**src/design/pfim_pkg.sv**
```systemverilog
// ----------------------------------------------------------------------------
// pfim_pkg
// Shared types, widths and helpers for the point feature interaction matrix.
// ----------------------------------------------------------------------------
package pfim_pkg;

    localparam int U_W     = 16;
    localparam int Z_W     = 24;
    localparam int F_W     = 20;
    localparam int ENTRY_W = 40;
    localparam int DEN_W   = 24;
    localparam int ROWS    = 2;
    localparam int COLS    = 6;

    localparam logic [F_W-1:0]     FOCAL_RESET  = F_W'(221184);
    localparam logic [ENTRY_W-1:0] ENTRY_MAXPOS = {1'b0, {(ENTRY_W-1){1'b1}}};
    localparam logic [ENTRY_W-1:0] ENTRY_MAXNEG = {1'b1, {(ENTRY_W-1){1'b0}}};

    typedef logic [ENTRY_W-1:0] entry_t;

    // one step of a long-division lane
    typedef struct packed {
        logic [DEN_W-1:0]   rem;
        logic [ENTRY_W-1:0] word;
        logic [DEN_W-1:0]   den;
        logic               ovf;
    } div_lane_t;

    // item data that rides beside the divider lanes
    typedef struct packed {
        logic           u_neg;
        logic           v_neg;
        logic           err;
        logic [U_W-1:0] u_mag;
        logic [U_W-1:0] v_mag;
    } item_tag_t;

    // sign and magnitude to saturated two's complement
    function automatic entry_t pack_entry(input logic neg, input logic ovf,
                                          input entry_t mag);
        entry_t res;
        if (neg) begin
            if (ovf || mag[ENTRY_W-1]) begin
                res = ENTRY_MAXNEG;
            end else begin
                res = entry_t'(~mag + entry_t'(1));
            end
        end else begin
            if (ovf || mag[ENTRY_W-1]) begin
                res = ENTRY_MAXPOS;
            end else begin
                res = mag;
            end
        end
        return res;
    endfunction

endpackage

```
**src/design/pfim_div_cell.sv**
```systemverilog
// ----------------------------------------------------------------------------
// pfim_div_cell
// One restoring-division step: develops one quotient bit and passes it on.
// ----------------------------------------------------------------------------
module pfim_div_cell (
    input  logic                aclk,
    input  logic                en,
    input  pfim_pkg::div_lane_t lane_in,
    output pfim_pkg::div_lane_t lane_out
);
    import pfim_pkg::*;

    div_lane_t          lane_reg;
    div_lane_t          lane_next;
    logic [DEN_W:0]     rem_sh;
    logic [DEN_W:0]     rem_sub;
    logic               ge;

    always_comb begin
        rem_sh  = {lane_in.rem, lane_in.word[ENTRY_W-1]};
        ge      = rem_sh >= {1'b0, lane_in.den};
        rem_sub = rem_sh - {1'b0, lane_in.den};
        lane_next      = lane_in;
        lane_next.rem  = ge ? rem_sub[DEN_W-1:0] : rem_sh[DEN_W-1:0];
        lane_next.word = {lane_in.word[ENTRY_W-2:0], ge};
    end

    always_ff @(posedge aclk) begin
        if (en) begin
            lane_reg <= lane_next;
        end
    end

    assign lane_out = lane_reg;

endmodule

```
**src/design/pfim_div_chain.sv**
```systemverilog
// ----------------------------------------------------------------------------
// pfim_div_chain
// Row of division cells giving a 40-bit quotient with an overflow flag.
// ----------------------------------------------------------------------------
module pfim_div_chain #(
    parameter int NUM_W = 50
) (
    input  logic                       aclk,
    input  logic                       en,
    input  logic [NUM_W-1:0]           num,
    input  logic [pfim_pkg::DEN_W-1:0] den,
    output pfim_pkg::entry_t           quo,
    output logic                       ovf
);
    import pfim_pkg::*;

    localparam int HI_W = NUM_W - ENTRY_W;

    logic [HI_W+DEN_W-1:0] hi_x;
    div_lane_t             lane_init;
    div_lane_t             lanes [ENTRY_W];

    always_comb begin
        hi_x           = {{DEN_W{1'b0}}, num[NUM_W-1:ENTRY_W]};
        lane_init.rem  = hi_x[DEN_W-1:0];
        lane_init.word = num[ENTRY_W-1:0];
        lane_init.den  = den;
        lane_init.ovf  = hi_x >= (HI_W+DEN_W)'(den);
    end

    for (genvar i = 0; i < ENTRY_W; i++) begin : g_cell
        if (i == 0) begin : g_first
            pfim_div_cell u_cell (
                .aclk     (aclk),
                .en       (en),
                .lane_in  (lane_init),
                .lane_out (lanes[i])
            );
        end else begin : g_next
            pfim_div_cell u_cell (
                .aclk     (aclk),
                .en       (en),
                .lane_in  (lanes[i-1]),
                .lane_out (lanes[i])
            );
        end
    end

    assign quo = lanes[ENTRY_W-1].word;
    assign ovf = lanes[ENTRY_W-1].ovf;

endmodule

```
**config.mk**
```make
export PLATFORM = sky130hd
export DESIGN_NAME = pfim_div_chain
export DESIGN_NICKNAME = d
export VERILOG_FILES = /design/src/design/pfim_pkg.sv /design/src/design/pfim_div_cell.sv /design/src/design/pfim_div_chain.sv
export SDC_FILE = /design/constraint.sdc
export NUM_CORES = 2
export LEC_CHECK = 0
export BUFFER_PORTS_ARGS = -buffer_cell sky130_fd_sc_hd__buf_2
export CAP_MARGIN = 20
export CORE_MARGIN = 3
export CORE_UTILIZATION = 40
export CTS_BUF_LIST = sky130_fd_sc_hd__clkbuf_8
export DETAILED_ROUTE_END_ITERATION = 16
export SLEW_MARGIN = 20
export SYNTH_ARGS = -nofsm -noshare
export SYNTH_HDL_FRONTEND = slang
export SYNTH_SLANG_ARGS = --single-unit
```
**constraint.sdc**
```tcl
create_clock -name aclk -period 5 [get_ports aclk]
set_input_delay 1 -clock aclk [delete_from_list [all_inputs] [get_ports aclk]]
set_output_delay 1 -clock aclk [all_outputs]
set_load 0.01 [all_outputs]
```
Word-level counts from Yosys, hierarchy flattened
Cells that the tools add are included.
- flip-flop bits (word level): 3512
- bits of input ports: 76
- word-level logic and storage cells: 278
- add/subtract/negate cells: 39
- $lt $le $gt $ge: 41
- multiplexer cells: 39
- operator list (cell ; number):
    $ge A25 B24 Y1 ; 39
    $mux W24 ; 38
    $sub A24 B24 Y24 ; 38
    $ge A10 B24 Y1 ; 1
    $ge A11 B24 Y1 ; 1
    $sub A11 B24 Y24 ; 1
    $mux W11 ; 1

Logic depth before layout (Yosys ltp)
- depth after elaboration: 2
- depth in mapped cells: 15
- depth with buffers taken out: 14

Modules after synthesis
From an unflattened synthesis, not the netlist that was laid out.
- cell total of the unflattened synthesis: 14175
- area, all modules: 183652.4 µm²
- by module, submodules not included (module ; instances ; cells an instance ; area an instance (µm²) ; sequential area each (µm²)):
    pfim_div_cell at g_cell[14].g_next.u_cell ... ; 29 ; 368 ; 4662.0 ; 2672.6
    pfim_div_cell at g_cell[0].g_first.u_cell ... ; 10 ; 312 ; 4364.2 ; 2672.6
    pfim_div_cell at g_cell[24].g_next.u_cell ; 1 ; 345 ; 4539.4 ; 2672.6
    pfim_div_chain ; 1 ; 38 ; 274.0 ; 0.0

Worst setup path after synthesis
Ideal clock, no wire load.
- kind: input-to-reg
- start: input den[2] (netlist bit)
- end: register g_cell[0].g_first.u_cell.lane_reg (netlist bit g_cell[0].g_first.u_cell.lane_out[79]) (data pin)
- setup time: 0.255 ns
- arrival time: 3.352 ns
- setup slack: 1.393 ns
- cell stages on the path: 14
- path buffers: 1
- cell sequence: inv_1 ha_1 nor2b_1 o21ai_0 a21boi_0 o21ai_0 a21boi_0 o21ai_0 nand2b_1 clkbuf_1 o21a_1 o21bai_1 inv_1 and3_1
- longest elaborated chain between the ends: 1
- elaborated cells on any way between the ends: 2
- RTL lines (element ; line ; source):
    start, declared ; pfim_div_chain.sv:11 ; input logic [pfim_pkg::DEN_W-1:0] den,
    $ge A11 B24 Y1 ; pfim_div_cell.sv:21 ; ge = rem_sh >= {1'b0, lane_in.den};
    net g_cell[0].g_first.u_cell.ge ; pfim_div_cell.sv:17 ; logic ge;
    end signal, assigned ; pfim_div_cell.sv:30 ; lane_reg <= lane_next;
    end, declared ; pfim_div_cell.sv:13 ; div_lane_t lane_reg;
The timed path passes the listed nets, and every way through them passes these cells.
A chain may end at the register's enable or synchronous reset.

==> summary.md <==
| Metric | Value |
|---|---|
| Fin. max-slew vios | 0 |
| Distinct cells, synth | 92 |
| Clk buf depth | 4 |
| Vias in the first global route | 93300 |
| Critical Path Source Type | flip-flop |
| Pre-CTS setup slack | roughly 0.96 ns |
| Setup TNS | 0 ns |
| Starting Density | 0.403 |
| Area delta synth->final | 12.2% |
| GP Congestion | 0.876 |
| Share of cells above drive strength 1 | 0.110 |
| Peak fanout along the critical path | 20 |
| R2R Setup Slk | 0.85 ns |
| Most frequent CP cell | o21ai_0 |
| Antenna violations before repair | 7 |
| Synthesized area per cell | 13.4 um2 |
| Sw Pwr | 38.5 mW |
| Hold Vio Cnt, Final | 0 |
| Initial DRT Pass Iterations | 6 |
| Clock slew at the register clock pins of the worst setup and hold paths | around 0.060 ns |
| Pleak | ~72 nW |
| Sw frac | 0.346 |
| Overall Power | 111 mW |
| Hold-fix buffers, CTS | between 70 and 80 |
| Rel. slew slack | 0.311 |
| Crit share post-route | 0.830 |
| Clock latency on the worst-skew pair | 1.17 ns |
| Data required time at the worst endpoint | around 6 ns |
| Final setup margin | about 0.85 ns |
| Crit-path cells | inv_1 > ha_1 > nor2b_1 > o21a_1 > o21ai_0 > a21oi_1 > o21ai_0 > o21ai_0 > a31oi_1 > o21ai_2 > buf_4 > mux2_2 |
| Detailed Place HPWL | approximately 230000 um |
| Total Wirelength | 323000 um |
| PwrDens | just over 600 mW/mm2 |
| EDFF count, synth | 3512 |
| Via Count | around 94000 |
| Num rows | 233 |
| Wire length per cell | 17.3 um |
| Comb power frac | 0.381 |
| Cell internal pwr | 72.8 mW |
| Worst slew pin tran | 1.03 ns |
| Status | finished clean |
| Post-CTS Resized | 0 |
| Slowest cell on crit path | o21ai_2 |
| Post-synthesis register bit count | 3512 |
| Clock power frac | 0.222 |
| Final Skew | 0.0566 ns |
| Largest net degree at the start of global routing | 177 |
| Total track usage | 0.152 |
| Sequential fraction of the synthesis area | 0.647 |
| CP peak stage delay | around 0.8 ns |
| Nature of the critical path endpoint | flip-flop |
| Post-CTS setup repair buffer count | 0 |
| Post-synthesis async set-or-reset flop share | 0 |
| Drt initial violations | 6189 |
| Share of total power in sequential cells | 0.397 |
| H-tree level count | 6 |
| Max Cap Viol | 0 |
| # port buffers | 116 |
| CTS tree | yes |
| Syn_nets | about 13000 |
| I/O pin count | 117 |
| Commonest non-fill, non-tap cell in the layout | edfxtp_1 |
| Min Tclk post-route | 4.15 ns |
| Worst VDD drop | 0.290 mV |
| CTS Buf Count | about 600 |
| Area of the core | between 0.4 and 0.5 mm2 |
| RSZ-0062 raised after global routing | false |
| DIE AREA | ~0.42 mm2 |
| Critical path arrival | 5.08 ns |
| Fin util | 0.452 |
| Die Ht | 644 um |
| Num Clock Sinks | 3512 |
| First-pass GRT wire length | 510000 um |
| Antenna Violating Nets Remaining | 0 |
| WS Path Type | reg2reg |
| Vias/cell | 5.00 |
| Hold Path Class | in2reg |
| Syn Inst Count | 12200 |
| Fmax | about 0.24 GHz |
| Final net count | 13900 |
| Synthesis Warnings | 0 |
| CTS root buf | clkbuf_8 |
| Die W | 644 um |
| Ys flop type | edfxtp_1 |
| Final setup viols | 0 |
| Synth Cell Area | between 0.15 and 0.2 mm2 |
| DRC viols | 0 |
| Most frequent cells in the layout | edfxtp_1 (3512), inv_1 (1357), ha_1 (957) |
| Total global routing overflow | 0 |
==> through the flow <==
step | instance area [um2] | hold slack [ns] | instances
2_1_floorplan | 163000 | 0.400 | 12200
3_3_place_gp | 171000 | 0.400 | 17600
3_5_place_dp | 171000 | 0.405 | 17600
4_1_cts | 183000 | 0.000911 | 18700
5_1_grt | 183000 | 0.0782 | 18700
6_report | 183000 | 0.159 | 18700
==> critical path, delay by kind of cell, from the launching register on <==
| kind | cells | cell delay, ns |
|---|---|---|
| DFF | 1 | 0.40 |
| AOI/OAI and AO/OA | 7 | 2.35 |
| muxes | 1 | 0.34 |
| adders and majority gates | 1 | 0.31 |
| and+or+nand+nor | 1 | 0.13 |
| buffers and inverters | 2 | 0.37 |
==> sequential cells by signal, summed over array words and instances (netlist names) <==
name and cells:
g_cell.g_first.u_cell.lane_out 89, g_cell.g_next.u_cell.lane_out 3423
==> metal layers <==
metal  routed length (um)  global-route usage
met1               140000               0.193
met4                 9540              0.0501
met2               160000               0.265
met3                12900              0.0246
met5                    0                   0
==> power by group through the flow <==
stage | clock [mW] | combinational, mW | sequential (mW)
after global routing | 27.3 | 47.5 | 44.8
after global placement | 0 | 41.7 | 44.8
after CTS | 25.9 | 42.5 | 44.3
final | 24.7 | 42.4 | 44.2
after floorplan | 0 | 32.8 | 43.0
after detailed placement | 0 | 42.1 | 44.8
==> synthesized netlist by cell type, drive strengths merged (31+ instances only) <==
library cell | number | area (um2)
ha | 957 | 12000
nand4 | 127 | 795
o21bai | 104 | 781
a21o | 375 | 2820
edfxtp | 3512 | 105000
buf | 50 | 265
nor2b | 136 | 851
o31ai | 72 | 551
fa | 39 | 781
nor3 | 110 | 551
clkbuf | 158 | 593
xnor2 | 454 | 3980
xor2 | 277 | 2430
a31oi | 82 | 519
and3 | 49 | 307
nand2b | 138 | 863
a21oi | 873 | 4370
a21boi | 46 | 345
mux2i | 38 | 380
a211oi | 66 | 531
o21ai | 706 | 3540
nor2 | 659 | 2470
o31a | 32 | 280
inv | 1193 | 4480
o211ai | 31 | 233
nand2 | 709 | 2660
nor4 | 38 | 238
a211o | 31 | 272
mux2 | 395 | 4480
o21a | 122 | 916
or3 | 59 | 369
and2 | 35 | 219
nand3 | 166 | 831
==> layout make-up <==
type,count,area (um2)
Antenna cell,8,20.0
Timing Repair Buffer,295,2400
Multi-Input combinational cell,7239,52300
Clock inverter,455,2800
Clock buffer,624,8590
Sequential cell,3512,105000
Fill cell,36500,221000
Inverter,1193,4480
Tap cell,5405,6760
==> kinds of logic after synthesis <==
| kind of cell | count (synthesis) | share of synthesized area |
|---|---|---|
| compound gates | 2767 | 0.106 |
| xor+xnor | 731 | 0.0393 |
| fa+ha+maj | 996 | 0.0783 |
| buf+inv | 1402 | 0.0328 |
| flops | 3512 | 0.647 |
| mux | 433 | 0.0298 |
| simple gates | 2312 | 0.0664 |
==> final timing paths <==
check / start / endpoint / cells after the start
max: g_cell[10].g_next.u_cell.lane_out[2] / g_cell[11].g_next.u_cell.lane_out[69] / 12
max reg2reg: g_cell[10].g_next.u_cell.lane_out[2] / g_cell[11].g_next.u_cell.lane_out[69] / 12
min reg2reg: g_cell[23].g_next.u_cell.lane_out[38] / g_cell[24].g_next.u_cell.lane_out[39] / 0
min: num[49] / g_cell[0].g_first.u_cell.lane_out[75] / 3
Power figures use the tool's default switching activity.
